**src/hdl/epmd_pkg.sv**
```systemverilog
package epmd_pkg;

    localparam int GAIN_FRAC_BITS_DEF = 16;

    localparam int CNT_W  = 32;
    localparam int TGT_W  = 16;
    localparam int GAIN_W = 24;
    localparam int FS_W   = 31;
    localparam int DUTY_W = 8;
    localparam int POS_W  = 16;
    localparam int ERR_W  = 25;
    localparam int DIFF_W = 26;
    localparam int INTEG_W = 48;
    localparam int ACC_W  = 64;
    localparam int PROD_W = 58;
    localparam int IMAG_W = 73;

    localparam int CFG_IDX_W  = 3;
    localparam int CFG_DATA_W = 31;

    localparam logic [CFG_IDX_W-1:0] CFG_PROP_GAIN   = 3'd0;
    localparam logic [CFG_IDX_W-1:0] CFG_INTEG_GAIN  = 3'd1;
    localparam logic [CFG_IDX_W-1:0] CFG_DERIV_GAIN  = 3'd2;
    localparam logic [CFG_IDX_W-1:0] CFG_FULL_SCALE  = 3'd3;
    localparam logic [CFG_IDX_W-1:0] CFG_DUTY_LIMIT  = 3'd4;

    localparam logic [GAIN_W-1:0] PROP_GAIN_RST  = 24'd32768;
    localparam logic [GAIN_W-1:0] INTEG_GAIN_RST = 24'd983;
    localparam logic [GAIN_W-1:0] DERIV_GAIN_RST = 24'd131072;
    localparam logic [FS_W-1:0]   FULL_SCALE_RST = 31'd1400;
    localparam logic [DUTY_W-1:0] DUTY_LIMIT_RST = 8'd150;

    // Position scale: count * 100 percent * 256 (Q.8).
    localparam logic [24:0] POS_SCALE = 25'd25600;

    localparam int DIV_STEPS = 16;
    localparam int DIV_CNT_W = 5;

    localparam int PC_W = 4;

    localparam logic [PC_W-1:0] ST_WAIT     = 4'd0;
    localparam logic [PC_W-1:0] ST_POS_MUL  = 4'd1;
    localparam logic [PC_W-1:0] ST_DIV_LOAD = 4'd2;
    localparam logic [PC_W-1:0] ST_DIV_STEP = 4'd3;
    localparam logic [PC_W-1:0] ST_ERR      = 4'd4;
    localparam logic [PC_W-1:0] ST_P_MUL    = 4'd5;
    localparam logic [PC_W-1:0] ST_D_MUL    = 4'd6;
    localparam logic [PC_W-1:0] ST_ILO_MUL  = 4'd7;
    localparam logic [PC_W-1:0] ST_IHI_MUL  = 4'd8;
    localparam logic [PC_W-1:0] ST_I_SUM    = 4'd9;
    localparam logic [PC_W-1:0] ST_I_ACC    = 4'd10;
    localparam logic [PC_W-1:0] ST_OUT      = 4'd11;

    typedef enum logic [2:0] {
        MUL_NONE,
        MUL_POS,
        MUL_PROP,
        MUL_DERIV,
        MUL_INT_LO,
        MUL_INT_HI
    } t_mul_sel;

    typedef enum logic [1:0] {
        ACC_HOLD,
        ACC_LOAD,
        ACC_ADD,
        ACC_ADD_ITERM
    } t_acc_op;

    typedef enum logic [1:0] {
        IMAG_HOLD,
        IMAG_LOAD,
        IMAG_ADD_HI
    } t_imag_op;

    typedef enum logic [1:0] {
        COND_NONE,
        COND_NO_INPUT,
        COND_DIV_MORE,
        COND_OUT_BUSY
    } t_cond;

    typedef struct packed {
        t_cond           cond;
        logic [PC_W-1:0] tgt;
        logic            last;
        logic            in_load;
        t_mul_sel        mul_sel;
        logic            div_load;
        logic            div_step;
        logic            err_upd;
        t_acc_op         acc_op;
        t_imag_op        imag_op;
        logic            out_wr;
    } t_ctl;

    typedef struct packed {
        logic in_valid;
        logic div_more;
        logic out_busy;
    } t_seq_stat;

    function automatic t_ctl epmd_ucode(input logic [PC_W-1:0] pc);
        t_ctl w;
        w = '0;
        w.cond    = COND_NONE;
        w.mul_sel = MUL_NONE;
        w.acc_op  = ACC_HOLD;
        w.imag_op = IMAG_HOLD;
        unique case (pc)
            ST_WAIT: begin
                w.cond    = COND_NO_INPUT;
                w.tgt     = ST_WAIT;
                w.in_load = 1'b1;
            end
            ST_POS_MUL:  w.mul_sel = MUL_POS;
            ST_DIV_LOAD: w.div_load = 1'b1;
            ST_DIV_STEP: begin
                w.cond     = COND_DIV_MORE;
                w.tgt      = ST_DIV_STEP;
                w.div_step = 1'b1;
            end
            ST_ERR:   w.err_upd = 1'b1;
            ST_P_MUL: w.mul_sel = MUL_PROP;
            ST_D_MUL: begin
                w.acc_op  = ACC_LOAD;
                w.mul_sel = MUL_DERIV;
            end
            ST_ILO_MUL: begin
                w.acc_op  = ACC_ADD;
                w.mul_sel = MUL_INT_LO;
            end
            ST_IHI_MUL: begin
                w.imag_op = IMAG_LOAD;
                w.mul_sel = MUL_INT_HI;
            end
            ST_I_SUM: w.imag_op = IMAG_ADD_HI;
            ST_I_ACC: w.acc_op  = ACC_ADD_ITERM;
            ST_OUT: begin
                w.cond   = COND_OUT_BUSY;
                w.tgt    = ST_OUT;
                w.out_wr = 1'b1;
                w.last   = 1'b1;
            end
            default: w.last = 1'b1;
        endcase
        return w;
    endfunction

endpackage

```
**src/hdl/epmd_sequencer.sv**
```systemverilog
module epmd_sequencer (
    input  logic               i_clk,
    input  logic               i_rst_n,
    input  epmd_pkg::t_seq_stat i_stat,
    output epmd_pkg::t_ctl     o_ctl
);
    import epmd_pkg::*;

    logic [PC_W-1:0] r_pc;
    logic [PC_W-1:0] n_pc;
    t_ctl            ctl;
    logic            hit;

    always_comb begin
        ctl = epmd_ucode(r_pc);
        unique case (ctl.cond)
            COND_NO_INPUT: hit = !i_stat.in_valid;
            COND_DIV_MORE: hit = i_stat.div_more;
            COND_OUT_BUSY: hit = i_stat.out_busy;
            default:       hit = 1'b0;
        endcase
        if (hit) begin
            n_pc = ctl.tgt;
        end else if (ctl.last) begin
            n_pc = ST_WAIT;
        end else begin
            n_pc = r_pc + 1'b1;
        end
    end

    always_ff @(posedge i_clk) begin
        if (!i_rst_n) begin
            r_pc <= ST_WAIT;
        end else begin
            r_pc <= n_pc;
        end
    end

    assign o_ctl = ctl;

endmodule

```
**config.mk**
```make
export PLATFORM = sky130hd
export DESIGN_NAME = epmd_sequencer
export DESIGN_NICKNAME = d
export VERILOG_FILES = /design/src/hdl/epmd_pkg.sv /design/src/hdl/epmd_sequencer.sv
export SDC_FILE = /design/constraint.sdc
export NUM_CORES = 1
export LEC_CHECK = 0
export ABC_AREA = 0
export BUFFER_PORTS_ARGS = -buffer_cell sky130_fd_sc_hd__buf_2
export CAP_MARGIN = 20
export CORE_MARGIN = 10
export CORE_UTILIZATION = 35
export CTS_BUF_LIST = sky130_fd_sc_hd__clkbuf_8
export CTS_CLUSTER_DIAMETER = 150
export DETAILED_ROUTE_END_ITERATION = 8
export PLACE_DENSITY = 0.63
export SLEW_MARGIN = 10
export SYNTH_ARGS = -nofsm -noshare
export SYNTH_HDL_FRONTEND = slang
export SYNTH_SLANG_ARGS = --single-unit
```
**constraint.sdc**
```tcl
create_clock -name i_clk -period 4.65 [get_ports i_clk]
set_input_delay 0.2325 -clock i_clk [delete_from_list [all_inputs] [get_ports i_clk]]
set_output_delay 0.2325 -clock i_clk [all_outputs]
set_load 0.05 [all_outputs]
```
---- Word-level counts from Yosys, hierarchy flattened ----
Cells that the tools add are included.
word-level totals
  register bits ........................... 4
  input bits .............................. 5
  output and inout bits ................... 19
operators by class
  add/sub/neg operators ................... 1
  eq/ne operators ......................... 14
  multiplexer cells ....................... 13
  reductions and logical operators ........ 3
operators by type and width
  cell                                                  count
  one-hot mux 6 bit (3 select lines)                    1
  equality test 4 x 3 -> 1 bit (second input constant)  4
  equality test 4 bit (second input constant)           4
  one-hot mux 3 bit (5 select lines)                    1
  OR reduction 11 bit                                   1
  equality test 4 x 2 -> 1 bit (second input constant)  2
  2-to-1 mux 4 bit                                      2
  2-to-1 mux 1 bit                                      6
  one-hot mux 2 bit (3 select lines)                    1
  adder 4 x 1 -> 4 bit (second input constant)          1
  equality test 2 bit (second input constant)           2
  equality test 4 x 1 -> 1 bit (second input constant)  1
  zero test 4 bit                                       1
  one-hot mux 2 bit (2 select lines)                    1
  one-hot mux 1 bit (3 select lines)                    1
  equality test 2 x 1 -> 1 bit (second input constant)  1
  zero test 1 bit                                       1

---- Longest topological paths before layout ----
  depth after elaboration ................. 5
  mapped depth ............................ 6
  gate-level depth less buffers ........... 6

---- Worst setup path after synthesis ----
OpenSTA, ideal clock, no wires.
  path type ............................... register to output
  start ................................... register r_pc[0]
  end ..................................... output port o_ctl[17] (netlist bit)
  data arrival time ....................... 1991 ps
  slack ................................... 2427 ps
  cell stages (with the launch flop) ...... 5
  path buffers ............................ 0
  cells stage by stage .................... dfxtp_1 > ha_1 > nor2b_4 > and2_1 > or2_1
RTL lines
  item                      RTL line              text
  start: declaration        epmd_sequencer.sv:9   logic [PC_W-1:0] r_pc;
  start signal: assignment  epmd_sequencer.sv:35  r_pc <= n_pc;
  end: declaration          epmd_sequencer.sv:5   output epmd_pkg::t_ctl o_ctl

==> flow_metrics.tcl <==
set metrics [dict create \
    critPathMaxStageDelay_ns 0.36 \
    crit_slowest_cell "dfxtp_1" \
    cp-end-kind "primary output" \
    setup_tns_ns 0 \
    ir_drop_mv 0.3957 \
    grt-ovfl-total 0 \
    ctsHoldBuffers 0 \
    power.net_switching_uw 237.7 \
    die_area_um2 3200 \
    ios 24 \
    dp_slack_ns 2.903 \
    ant_nets 0 \
    status "finished, final reports clean" \
    yosys_warnings 0 \
    stdcell_count 96 \
    initial_core_util_pct 36.42 \
    critPathMaxFanout 7 \
    power_frac_comb_pct 69.4 \
    core_area_um2 1285 \
    regArea_um2 80.08 \
    stdcell_area_um2 591.8 \
    rsz0062_at_grt "false" \
    seqPwrFrac_pct 13.2 \
    vias 473 \
    grtUsageTotal_pct 7.658 \
    report.power.total_uw 411.8 \
    drt_pre_antenna_iters 4 \
    crit_required_ns 4.42 \
    clk_pin_slew_ns 0.03 \
    syn_inst 62 \
    fmax_mhz 505.5 \
    multi_input_area_um2 322.8 \
    finalMaxSlewViolations 0 \
    cts_root_buffer "clkbuf_8" \
    synth-seq-cells 4 \
    clock_path_buffers 2 \
    cts.htree.levels 1 \
    worst_slack_ns 2.672 \
    seq_area_frac_synth_pct 17.11 \
    max_cap_viol_count 0 \
    avgSynthCellArea_um2 7.548 \
    yosys.area.top_type_share_pct 17.11 \
    power_density_nw_per_um2 695.8 \
    top_register "r_pc" \
    antenna_found_initial 0 \
    die_w_um 56.57 \
    setup_viol 0 \
    grt_max_degree 14 \
    period_minus_slack_ns 1.978 \
    period_share_pct 42.54 \
    die_h_um 56.57 \
    netlist_area_um2 467.9 \
    pwr-share-clk_pct 17.4 \
    diodes 0 \
    startpoint_type "flop" \
    yosys.area.top_type "dfxtp_1" \
    grt_pass1_wl_um 2076 \
    hp-class "primary input to flop" \
    syn_to_final_growth_pct 26.47 \
    detail_route.wl_per_cell_um 12.26 \
    fillers 134 \
    synth.distinct_cells 29 \
    drt_iter0_markers 9 \
    crit_top_cell "inv_1" \
    drive_gt1_share_pct 34.57 \
    syn-num-nets 71 \
    place_inst 93 \
    leakagePower_uw 0.0003254 \
    ys_top_cells_by_area "dfxtp_1 17%, ha_1 11%, and2_1 6.7%" \
    cts_num_sinks 4 \
    cts_buffers 3 \
    setup.worst_path.class "flop to primary output" \
    cts_setup_buffers 0 \
    nets 92 \
    fin_skew_ns 0.001233 \
    finalHoldViolCount 0 \
    route.detailed.drc 0 \
    wl_um 1177 \
    clkLatencyLatePin_ns 0.21 \
    path_cells "inv_1 -> ha_1 -> nor3_2 -> a22oi_1 -> inv_1 -> buf_2" \
    crit_arrival_ns 1.75 \
    grt_pass1_vias 479 \
    switching_share_pct 57.71 \
    largest_registers "r_pc: 4 flops" \
    ctsResizeCount 0 \
    via_per_inst 4.927 \
    largest_register_ffs 4 \
    gp_congestion 0.8593 \
    num_rows 13 \
    p_int_uw 174.1 \
    port_buffers 22 \
    cts_tree "done" \
    dpl_cell_area_um2 550.5 \
    hpwl_um 967.7 \
]
-- cells by family after synthesis --
family	count (synthesis)	share of synthesized area, %
XOR/XNOR	1	1.872
flip-flops	4	17.11
other	1	0.8014
AO/OA/AOI/OAI	12	17.91
buffers and inverters	11	13.90
adder cells (fa/ha/maj)	4	10.70
multiplexers	1	2.139
AND/OR/NAND/NOR	28	35.56
-- metal layers --
layer	GRT usage [%]	vias to the layer above	wire (um)
met1	8.344	213	505
li1	-	244	-
met4	4.467	0	0
met2	11.91	16	551
met5	0	-	0
met3	3.371	0	121
-- path summary, 6_finish.rpt --
check,startpoint,to,slack (ns),cells after the start
min,i_stat[0],r_pc[3],0.30,3
max,r_pc[0],o_ctl[12],2.67,6
min reg2reg,r_pc[0],r_pc[0],0.65,3
max reg2reg,r_pc[0],r_pc[1],3.00,5
-- layout by cell type (no fill, tap or decap), drive strengths merged --
cell type / synthesis / layout
or3b: 1 / 1
ha: 4 / 4
o21a: 3 / 3
clkbuf: 0 / 3
nand3: 5 / 5
nand2b: 1 / 1
nor3: 2 / 2
dfxtp: 4 / 4
conb: 1 / 1
xnor2: 1 / 1
nand2: 5 / 5
buf: 6 / 22
o21ai: 5 / 5
o311ai: 1 / 1
nor2b: 4 / 4
a21oi: 1 / 1
inv: 5 / 5
or2: 1 / 1
and2: 5 / 5
a22oi: 1 / 1
nor2: 2 / 2
mux2i: 1 / 1
nand4: 1 / 1
a21o: 1 / 1
and3b: 1 / 1
-- stage by stage --
stage | hold slack, ns | util (%)
2_1_floorplan | 0.3500 | -
3_3_place_gp | 0.5253 | 42.84
3_5_place_dp | 0.5233 | 42.84
4_1_cts | 0.3024 | 46.06
5_1_grt | 0.3165 | 46.06
6_report | 0.3039 | 46.06
-- worst max-delay path, delay by kind of cell, from the launching register on --
family	cells	cell delay, ns
DFF	1	0.36
AOI/OAI and AO/OA	1	0.16
buffers and inverters	3	0.43
and+or+nand+nor	1	0.28
adders and majority gates	1	0.30
-- layout make-up --
type	count	share of cell area, %
clock buffers	3	6.977
inverters	5	3.171
multi-input cells	47	54.55
flip-flops and latches	4	13.53
well taps	15	3.171
repair buffers	22	18.60
-- synthesized netlist by cell type, drive strengths merged --
cell	number
nand2	5
nor2	2
ha	4
a21oi	1
a22oi	1
dfxtp	4
and2	5
o21ai	5
buf	6
a21o	1
o311ai	1
inv	5
nand2b	1
nor3	2
and3b	1
mux2i	1
or2	1
o21a	3
nand4	1
xnor2	1
conb	1
nand3	5
or3b	1
nor2b	4
-- power groups by stage --
| stage | Combinational, uW | Clock [uW] | Sequential [uW] |
|---|---|---|---|
| 6_report | 286 | 71.7 | 54.4 |
| 5_1_grt | 308 | 77.6 | 57.1 |
| 4_1_cts | 287 | 74.0 | 54.7 |
| 3_5_place_dp | 287 | 0 | 55.1 |
| 3_3_place_gp | 284 | 0 | 54.6 |
| 2_1_floorplan | 236 | 0 | 50.7 |
Note: power is estimated with default switching activity, not from simulation.
